File: config.mk
export PLATFORM = sky130hd
export DESIGN_NAME = mrf_front
export DESIGN_NICKNAME = d
export VERILOG_FILES = /design/src/message_ring_fifo_assert.svh /design/src/mrf_pkg.sv /design/src/mrf_front.sv
export SDC_FILE = /design/constraint.sdc
export NUM_CORES = 1
export LEC_CHECK = 0
export ABC_AREA = 0
export BUFFER_PORTS_ARGS = -buffer_cell sky130_fd_sc_hd__buf_2
export CORE_UTILIZATION = 45
export DETAILED_ROUTE_END_ITERATION = 8
export GPL_TIMING_DRIVEN = 1
export MAX_ROUTING_LAYER = met4
export PLACE_DENSITY = 0.7
export SLEW_MARGIN = 20
export SYNTH_ARGS = -nofsm -noshare
export SYNTH_HDL_FRONTEND = slang
export SYNTH_SLANG_ARGS = --single-unit
File: constraint.sdc
create_clock -name i_clk -period 2.27 [get_ports i_clk]
set_input_delay 0.227 -clock i_clk [delete_from_list [all_inputs] [get_ports i_clk]]
set_output_delay 0.227 -clock i_clk [all_outputs]
set_load 0.01 [all_outputs]
File: src/message_ring_fifo_assert.svh
// assertion helpers for the message ring fifo
`ifndef MESSAGE_RING_FIFO_ASSERT_SVH
`define MESSAGE_RING_FIFO_ASSERT_SVH

// same-cycle implication, checked out of reset
`define MRF_ASSERT_IMP(name, ante, cons, msg) \
    name: assert property (@(posedge i_clk) disable iff (!i_rst_n) (ante) |-> (cons)) \
        else $error(msg);

// next-cycle implication, checked out of reset
`define MRF_ASSERT_NXT(name, ante, cons, msg) \
    name: assert property (@(posedge i_clk) disable iff (!i_rst_n) (ante) |=> (cons)) \
        else $error(msg);

`endif

File: src/mrf_pkg.sv
`timescale 1ns / 1ps
`default_nettype none

package mrf_pkg;

    localparam int SLOTS     = 16;
    localparam int MAX_BYTES = 64;
    localparam int IDX_W     = $clog2(SLOTS);
    localparam int OFF_W     = (MAX_BYTES > 1) ? $clog2(MAX_BYTES) : 1;
    localparam int MEM_DEPTH = SLOTS * MAX_BYTES;
    localparam int MEM_AW    = $clog2(MEM_DEPTH);
    localparam int LEN_W     = 7;
    localparam int FILL_MAX  = 127;
    localparam int QDEPTH    = 2;
    localparam int QP_W      = $clog2(QDEPTH);

    localparam logic [1:0] KIND_PUT = 2'd0;
    localparam logic [1:0] KIND_GET = 2'd1;

    typedef enum logic [1:0] {
        OP_PUT,
        OP_GET,
        OP_POLL
    } t_op;

    typedef enum logic [2:0] {
        ST_OK       = 3'd0,
        ST_FULL     = 3'd1,
        ST_EMPTY    = 3'd2,
        ST_MISMATCH = 3'd3,
        ST_OVERSIZE = 3'd4
    } t_status;

    typedef struct packed {
        logic [1:0] kind;
        logic [7:0] data;
        logic       last;
        logic [6:0] req_len;
    } t_in;

    typedef struct packed {
        logic [7:0] out_byte;
        logic       has_byte;
        logic       run_end;
        t_status    status;
        logic [7:0] count;
        logic       is_empty;
        logic       is_full;
        logic [6:0] head_len;
    } t_out;

    typedef struct packed {
        t_op        op;
        logic [7:0] data;
        logic       last;
        logic [6:0] req_len;
    } t_entry;

    typedef struct packed {
        logic   valid;
        t_entry ent;
    } t_cmd;

endpackage

`default_nettype wire

File: src/mrf_front.sv
`timescale 1ns / 1ps
`default_nettype none

module mrf_front import mrf_pkg::*; (
    input  wire logic i_clk,
    input  wire logic i_rst_n,
    input  wire logic i_start,
    input  wire t_in  i_item,
    input  wire logic i_pop,
    output logic      o_busy,
    output t_cmd      o_head
);

    t_entry            r_q [QDEPTH];
    logic [QP_W-1:0]   r_wp;
    logic [QP_W-1:0]   r_rp;
    logic [QP_W:0]     r_cnt;
    logic [QP_W-1:0]   n_wp;
    logic [QP_W-1:0]   n_rp;
    logic [QP_W:0]     n_cnt;
    logic              push;
    logic              pop;
    t_entry            cls;

    // decode the item kind; the unused code behaves as a poll
    always_comb begin
        cls.data    = i_item.data;
        cls.last    = i_item.last;
        cls.req_len = i_item.req_len;
        case (i_item.kind)
            KIND_PUT: cls.op = OP_PUT;
            KIND_GET: cls.op = OP_GET;
            default:  cls.op = OP_POLL;
        endcase
    end

    assign o_busy = (r_cnt == (QP_W+1)'(QDEPTH));
    assign push   = i_start && !o_busy;
    assign pop    = i_pop && (r_cnt != '0);

    assign o_head.valid = (r_cnt != '0);
    assign o_head.ent   = r_q[r_rp];

    always_comb begin
        n_wp  = r_wp;
        n_rp  = r_rp;
        n_cnt = r_cnt;
        if (push) begin
            n_wp = (r_wp == QP_W'(QDEPTH - 1)) ? '0 : r_wp + QP_W'(1);
        end
        if (pop) begin
            n_rp = (r_rp == QP_W'(QDEPTH - 1)) ? '0 : r_rp + QP_W'(1);
        end
        if (push && !pop) begin
            n_cnt = r_cnt + (QP_W+1)'(1);
        end else if (pop && !push) begin
            n_cnt = r_cnt - (QP_W+1)'(1);
        end
    end

    always_ff @(posedge i_clk) begin
        if (!i_rst_n) begin
            r_wp  <= '0;
            r_rp  <= '0;
            r_cnt <= '0;
        end else begin
            r_wp  <= n_wp;
            r_rp  <= n_rp;
            r_cnt <= n_cnt;
        end
    end

    always_ff @(posedge i_clk) begin
        if (push) begin
            r_q[r_wp] <= cls;
        end
    end

endmodule

`default_nettype wire

=== Yosys cells after proc, flatten, opt, wreduce, memory -nomap -nowiden ===
Memory sizes are Yosys's and may differ from the RTL's. A register that Yosys moved wholly into a read port is not among the register bits.
Index checks and enable logic that the tools add are counted.

* Flip-flop bits (word level): 4
* Bits in latches: 0
* Memory bits (writable): 36
* Bits in read-only memories: 0
* Input bits: 22
* Output and inout port bits: 20
* Word-level logic and storage cells: 29
* Memories: 1

* $add $sub $neg: 4
* Multipliers: 0
* Divide/modulo/power cells: 0
* Order comparisons: 0
* Equality and inequality tests: 2
* Shift-type cells: 0
* Mux-type cells: 9
* Bitwise gates (word level): 0
* Reduce and logical (&&, ||, !) cells: 10

{| class="wikitable"
|+ Memories
! name !! words !! width !! read ports !! clocked after Yosys merged registers in !! wr ports !! RTL line !! RTL
|-
| r_q || 2 || 18 || 1 || 1 || 1 || mrf_front.sv:14 || <nowiki>t_entry r_q [QDEPTH];</nowiki>
|}

{| class="wikitable"
|+ Operators with widths
! kind !! count
|-
| $mux W1 || 6
|-
| $logic_and A1 B1 Y1 || 4
|-
| $mux W2 || 2
|-
| $pmux W2 S2 || 1
|-
| $reduce_bool A2 Y1 || 2
|-
| $logic_not A1 Y1 || 3
|-
| $add A1 B1 Y1 const B || 2
|-
| $add A2 B1 Y2 const B || 1
|-
| $eq A2 B1 Y1 const B || 1
|-
| $eq A2 B2 Y1 const B || 1
|-
| $logic_not A2 Y1 || 1
|-
| $sub A2 B1 Y2 const B || 1
|}

=== Logic depth before layout (Yosys ltp) ===
Gate-level depths: netlist (run 1).

* Depth in word-level cells: 7
* Depth in mapped cells: 7
* Gate-level depth less buffers: 7

=== Worst setup path after synthesis (run 1) ===
OpenSTA, ideal clock, no wires.

* Path type: register to register
* Start point: reg r_cnt[0]
* End point: mem r_q[0][0] in the netlist's numbering (enable)
* Library setup time: 0.392 ns
* Arrival time: 1.361 ns
* Data required time: 1.878 ns
* Path slack: 0.517 ns
* Cell stages (with the launch flop): 4
* Path buffers: 0
* Period minus slack after synthesis: 1.753 ns
* Cells stage by stage: dfxtp_1 > nand2b_1 > inv_2 > nor3_2

* Word-level cells in the longest chain between the ends: 5

{| class="wikitable"
|+ RTL lines
! what !! RTL line !! RTL
|-
| start: declaration || mrf_front.sv:17 || <nowiki>logic [QP_W:0] r_cnt;</nowiki>
|-
| start signal: assignment || mrf_front.sv:69 || <nowiki>r_cnt <= n_cnt;</nowiki>
|-
| $eq A2 B2 Y1 || mrf_front.sv:37 || <nowiki>assign o_busy = (r_cnt == (QP_W+1)'(QDEPTH));</nowiki>
|-
| named net o_busy || mrf_front.sv:10 || <nowiki>output logic o_busy,</nowiki>
|-
| $logic_not A1 Y1 || mrf_front.sv:38 || <nowiki>assign push = i_start && !o_busy;</nowiki>
|-
| $logic_and A1 B1 Y1 || mrf_front.sv:38 ||
|-
| $mux W1 || mrf_front.sv:74 || <nowiki>if (push) begin</nowiki>
|-
| $mux W1 (implied by the code) || mrf_front.sv:75 || <nowiki>r_q[r_wp] <= cls;</nowiki>
|-
| end: declaration || mrf_front.sv:14 ||
|}

The timed path passes the listed nets, and every way through them passes these cells.

==> results.md, run 1 <==
* Status: complete, no violations
* Post-route ant nets at 0
* Die height at 60.6 um
* Syn Inst Count at 83
* Startpoint Class: flip-flop
* Clock root buffer: clkbuf_4
* Skew-Pair Late Insertion Delay at 0.33 ns
* Crit Reg-Reg Startpoint: r_cnt[0]
* Post-route DRC at 0
* Die outline width at roughly 61 um
* CP bufs+invs at 2
* Peak VDD IR at 606 uV
* Slowest cell on crit path: dfxtp_1
* Die area at 3670 um2
* Vias in the first global route at 837
* Number of synthesized flops with an enable pin at 36
* Drt via density at 4.65
* GP Congestion at 0.708
* Slew headroom at 0.684
* Final core utilization at 0.593
* Setup Slack @ Placement at 0.658 ns
* WL final at 2470 um
* Worst endpoint required time at 2.04 ns
* Slew Viols, Final at 0
* TritonCTS clock tree: yes
* Initial drt markers at 10
* Htree depth at 2
* Number of iterations in the first detailed-routing pass at 4
* Area of the multi-input gates at 338 um2
* Largest net degree at the start of global routing at 19
* R2R depth at 6
* Leak at 0.719 nW
* GR Overflow Total at 0
* Total CTS buffers at 5
* Tot GR Track Use at 0.161
* RSZ-0062 raised after global routing: false
* Crit path cell chain: buf_4, mux2_2, buf_2
* Final min period at 1.88 ns
* Stages on the worst setup path at 3
* Share of layout cells above drive strength 1 at 0.530
* CTS Buffer Depth at 2
* Asr flop ratio synth at 0
* Reg2Reg Setup Slack at 0.67 ns
* CP top delay family: flip-flops
* Kind of critical path: flip-flop to output pin
* CP Max Fanout at 10
* Sequential cell area at 1180 um2
* Worst setup margin at 0.394 ns
* Crit share post-route at 0.826
* CTS Sinks at 41
* Core area at 3150 um2
* Setup violators final at 0
* Area delta synth->final at 21.2%
* CTS resizes at 0
* Post-Syn Nets at 106
* Worst EP arrival at between 1.5 and 2 ns
* Post-synth cell types at 24
* Power Total at 1.92 mW
* HP Class: input pin to flip-flop
* First-pass GRT wire length at 3780 um
* Power per cell area at 1030 nW/um2
* Peak Freq at 533 MHz
* Dpl hpwl at ~1800 um
* Fillers at between 200 and 300
* Setup TNS at 0 ns
* IO Pins at 42
* IO buf count at between 40 and 50
* Ant diodes at 0
* Yosys warnings at 0
* Max_cap viols at 0
* Setup Skew at ~0.009 ns
* Via count at between 800 and 900
* Hold Fails Final Rpt at 0
* Nets at 154
* CP endpoint kind: output pin
* Syn_area_per_cell at roughly 19 um2
* Rows at 20
* Slowest stage delay, CP at 0.56 ns
* Synth Cell Area at 1540 um2
* Synth Register Bits at 41
* Wire length per cell at 14.0 um
* Synth Flop Type: edfxtp_1
* Worst Setup EP: o_head[13]
* Worst slew pin tran at 0.471 ns
* R2R Path End: r_cnt[1]
* CTS Hold Bufs at 0
* Post-CTS setup buffers at 0
* Clock transition at the registers of the reported paths at 0.11 ns
* Initial Utilization at 0.489
* Sequential area share after synthesis at 0.766
* Antenna violations before repair at 0
[power breakdown]
group | leakage, nW | internal (mW) | switching (mW)
combinational | 0.314 | 0.303 | 0.276
clock | 0.0265 | 0.124 | 0.207
sequential | 0.378 | 0.952 | 0.0609
total | 0.719 | 1.38 | 0.544
[per-layer routing]
metal | track usage | wire length [um] | up-vias
met4 | 0.0682 | 40 | 0
met2 | 0.272 | 1360 | 20
met3 | 0.0661 | 117 | 6
met5 | - | 0 | -
li1 | - | - | 405
met1 | 0.165 | 955 | 387
[cell usage after synthesis (2+ instances only)]
library cell | number | share of area
xnor2_1 | 2 | 0.011
dfxtp_1 | 5 | 0.065
and2_1 | 3 | 0.012
edfxtp_1 | 36 | 0.70
mux2_2 | 18 | 0.13
[registers in the layout, indices dropped and copies added, names as in the netlist, named ones only]
name / count
r_q: 36
r_wp: 1
r_cnt: 2
r_rp: 1
[stage by stage]
step | area [um2] | instances | hold WS [ns]
after detailed placement | 1820 | 168 | 0.419
after CTS | 1870 | 176 | 0.0627
final | 1870 | 176 | 0.0746
after global routing | 1870 | 176 | 0.0445
after floorplan | 1540 | 83 | 0.326
after global placement | 1820 | 168 | 0.418
[cell families after synthesis]
family,count (synthesis),synth area share
DFF,41,0.766
muxes,18,0.131
and+or+nand+nor,10,0.0414
AOI/OAI and AO/OA,5,0.0211
buffers and inverters,5,0.0154
xor gates and xnor gates,3,0.0170
adders and majority gates,1,0.00811
[cell type report]
| cell class | count | area share |
|---|---|---|
| timing repair buffer | 44 | 0.128 |
| multi-input combinational | 37 | 0.181 |
| clock buffer | 8 | 0.0261 |
| tap | 44 | 0.0294 |
| inverter | 2 | 0.00401 |
| sequential | 41 | 0.631 |
[cells in the final DEF (no fill, tap or decap), drive strengths merged]
cell	count
buf	44
o21ai	2
dfxtp	5
and3	1
nor2	1
or3	1
xnor2	2
edfxtp	36
o21a	1
nand2b	1
inv	2
nor3	1
a21boi	2
xor2	1
or2	1
and2	3
nor2b	1
ha	1
mux2	18
clkbuf	8
[how the worst min path moves through the flow]
stage / end / start / cells past startpoint
2_1_floorplan: r_q[0][0] / i_item[0] / 0
3_3_place_gp: r_q[1][4] / i_item[4] / 1
3_5_place_dp: r_q[0][14] / i_item[14] / 1
4_1_cts: r_q[0][12] / i_item[12] / 1
5_1_grt: r_q[1][14] / i_item[14] / 1
6_report: r_q[0][12] / i_item[12] / 1
No activity file was read; power rests on OpenSTA's default activity.
==> inputs of run 2 (changes only) <==
- clock period: 2.27 -> 1.8 ns (I/O delays scaled with it)
==> run 2 against run 1 <==
  * Utilization grew 0.32 points
  * Cell count grew 1.7%
  * Global-route usage shrank 0.62 points
  * Flip-flop and latch count is the same
  * Register-to-register slack lost 0.48 ns
  * Die area is the same
  * Combinational power grew 32%
  * Power grew 26%
  * Critical path depth grew 3
  * Non-clock buffer count grew 3
  * Clock skew shrank 0.0080 ns
  * Count of clock-buffer cells in the layout is the same
  * Critical endpoint is now r_cnt[1]
==> results.md, run 2 (same netlist as run 1, synthesis figures left out) <==
* Antenna violations before repair at 0
* Area delta synth->final at 21.9%
* Via count at 849
* Peak Freq at 621 MHz
* Drt via density at 4.74
* Largest net degree at the start of global routing at 12
* GP Congestion at about 0.70
* Worst endpoint required time at 2.07 ns
* Initial drt markers at 21
* Worst setup margin at 0.189 ns
* Power per cell area at 1290 nW/um2
* CTS Buffer Depth at 2
* Clock Power Share at 0.170
* Hold Fails Final Rpt at 0
* GR Overflow Total at 0
* Slew Viols, Final at 0
* Setup Slack @ Placement at 0.209 ns
* Most common cell after layout, fill and taps aside: buf_2
* Max_cap viols at 0
* Power Total at 2.43 mW
* TritonCTS clock tree: yes
* Worst EP arrival at 1.88 ns
* Worst slew pin tran at 0.212 ns
* Ant diodes at 0
* Setup TNS at 0 ns
* CP Max Fanout at 5
* Status: complete, no violations
* Initial Utilization at 0.489
* Peak VDD IR at between 700 and 800 uV
* Most frequent cells in the layout: 41 x buf_2, 36 x edfxtp_1, 18 x mux2_2, 6 x buf_4
* Post-CTS setup buffers at 0
* IO Pins at 42
* Dpl hpwl at 1770 um
* CTS Sinks at 41
* Worst Setup EP: r_cnt[1]
* Crit path cell chain: nand2b_1, inv_2, nor2_1, ha_1, or3_1, a21boi_1
* Share of layout cells above drive strength 1 at 0.541
* Die area at 3670 um2
* Total CTS buffers at 5
* Slowest cell on crit path: dfxtp_1
* Sw power at 0.686 mW
* Register bank with the most flops: r_q
* CTS Hold Bufs at 0
* Worst setup path startpoint: r_cnt[0]
* RSZ-0062 raised after global routing: false
* Die height at just over 60 um
* Hold path startpoint: i_item[11]
* HP Class: input pin to flip-flop
* Startpoint Class: flip-flop
* Htree depth at 2
* Rows at 20
* Nets at between 150 and 200
* Gate power share at 0.314
* Crit Reg-Reg Startpoint: r_cnt[0]
* Wire length per cell at 13.3 um
* Pint at 1.75 mW
* Tot GR Track Use at 0.155
* Number of iterations in the first detailed-routing pass at 4
* Die outline width at 60.6 um
* Clock transition at the registers of the reported paths at 0.10 ns
* Setup violators final at 0
* Largest regs: r_q (36), r_cnt (2)
* Post-route ant nets at 0
* Skew-Pair Late Insertion Delay at 0.33 ns
* Slew headroom at 0.857
* Final min period at 1.61 ns
* Vias in the first global route at 880
* Kind of critical path: flip-flop to flip-flop
* R2R depth at 6
* R2R Path End: r_cnt[1]
* CP endpoint kind: flip-flop
* WL final at 2370 um
* Layout Cells excl Fill at 179
* Clock root buffer: clkbuf_4
* Crit share post-route at 0.895
* Fillers at 279
* Setup Skew at 0.000969 ns
* Placed cells at 171
* IO buf count at 41
* Sw Ratio at 0.282
* Leak at around 0.73 nW
* Slowest stage delay, CP at 0.43 ns
* First-pass GRT wire length at 3690 um
* Post-route DRC at 0
* Reg2Reg Setup Slack at 0.19 ns
* Core area at 3150 um2
* Register share of total power at 0.517
* Largest register FFs at 36
* CTS resizes at 0
## run 2: worst min-delay path by stage
stage | end | slack, ns | depth (start not counted)
finish | r_q[0][11] | 0.03 | 1
global route | r_q[1][1] | 0.002 | 1
CTS | r_q[0][2] | 0.006 | 1
detailed placement | r_q[0][11] | 0.37 | 1
global placement | r_q[1][7] | 0.37 | 1
floorplan | r_q[0][0] | 0.28 | 0
## run 2: metal layers
metal  track usage  up-vias  share of wire
met1         0.137      410           0.38
met4        0.0779        0          0.020
met3        0.0640        6          0.034
met2         0.278       20           0.57
li1              -      413              -
met5             -        -              0
## run 2: area by class of cell
cell class	instances	area, um2	area share
Clock buffer	8	48.8	0.0259
Inverter	2	7.51	0.00399
Multi-Input combinational cell	37	338	0.180
Sequential cell	41	1180	0.628
Tap cell	44	55.1	0.0293
Timing Repair Buffer	47	250	0.133
## run 2: per-stage QoR
| step | util | hold slack (ns) | area (um2) |
|---|---|---|---|
| global route | 0.596 | 0.00182 | 1880 |
| floorplan | - | 0.279 | 1540 |
| global placement | 0.581 | 0.369 | 1830 |
| finish | 0.596 | 0.0268 | 1880 |
| CTS | 0.596 | 0.00621 | 1880 |
| detailed placement | 0.581 | 0.371 | 1830 |
## run 2: power by group through the flow
stage               Combinational, mW  Sequential [mW]  Clock, mW
floorplan                       0.505             1.26          0
global placement                0.754             1.27          0
detailed placement              0.778             1.28          0
CTS                             0.781             1.26      0.435
global route                    0.829             1.27      0.462
finish                          0.763             1.26      0.412
## run 2: critical path: cells and delay by family (launching register included)
family          cells  cell delay, ns
compound gates      1            0.14
fa+ha+maj           1            0.27
buf+inv             1            0.07
flops               1            0.43
simple gates        3            0.63
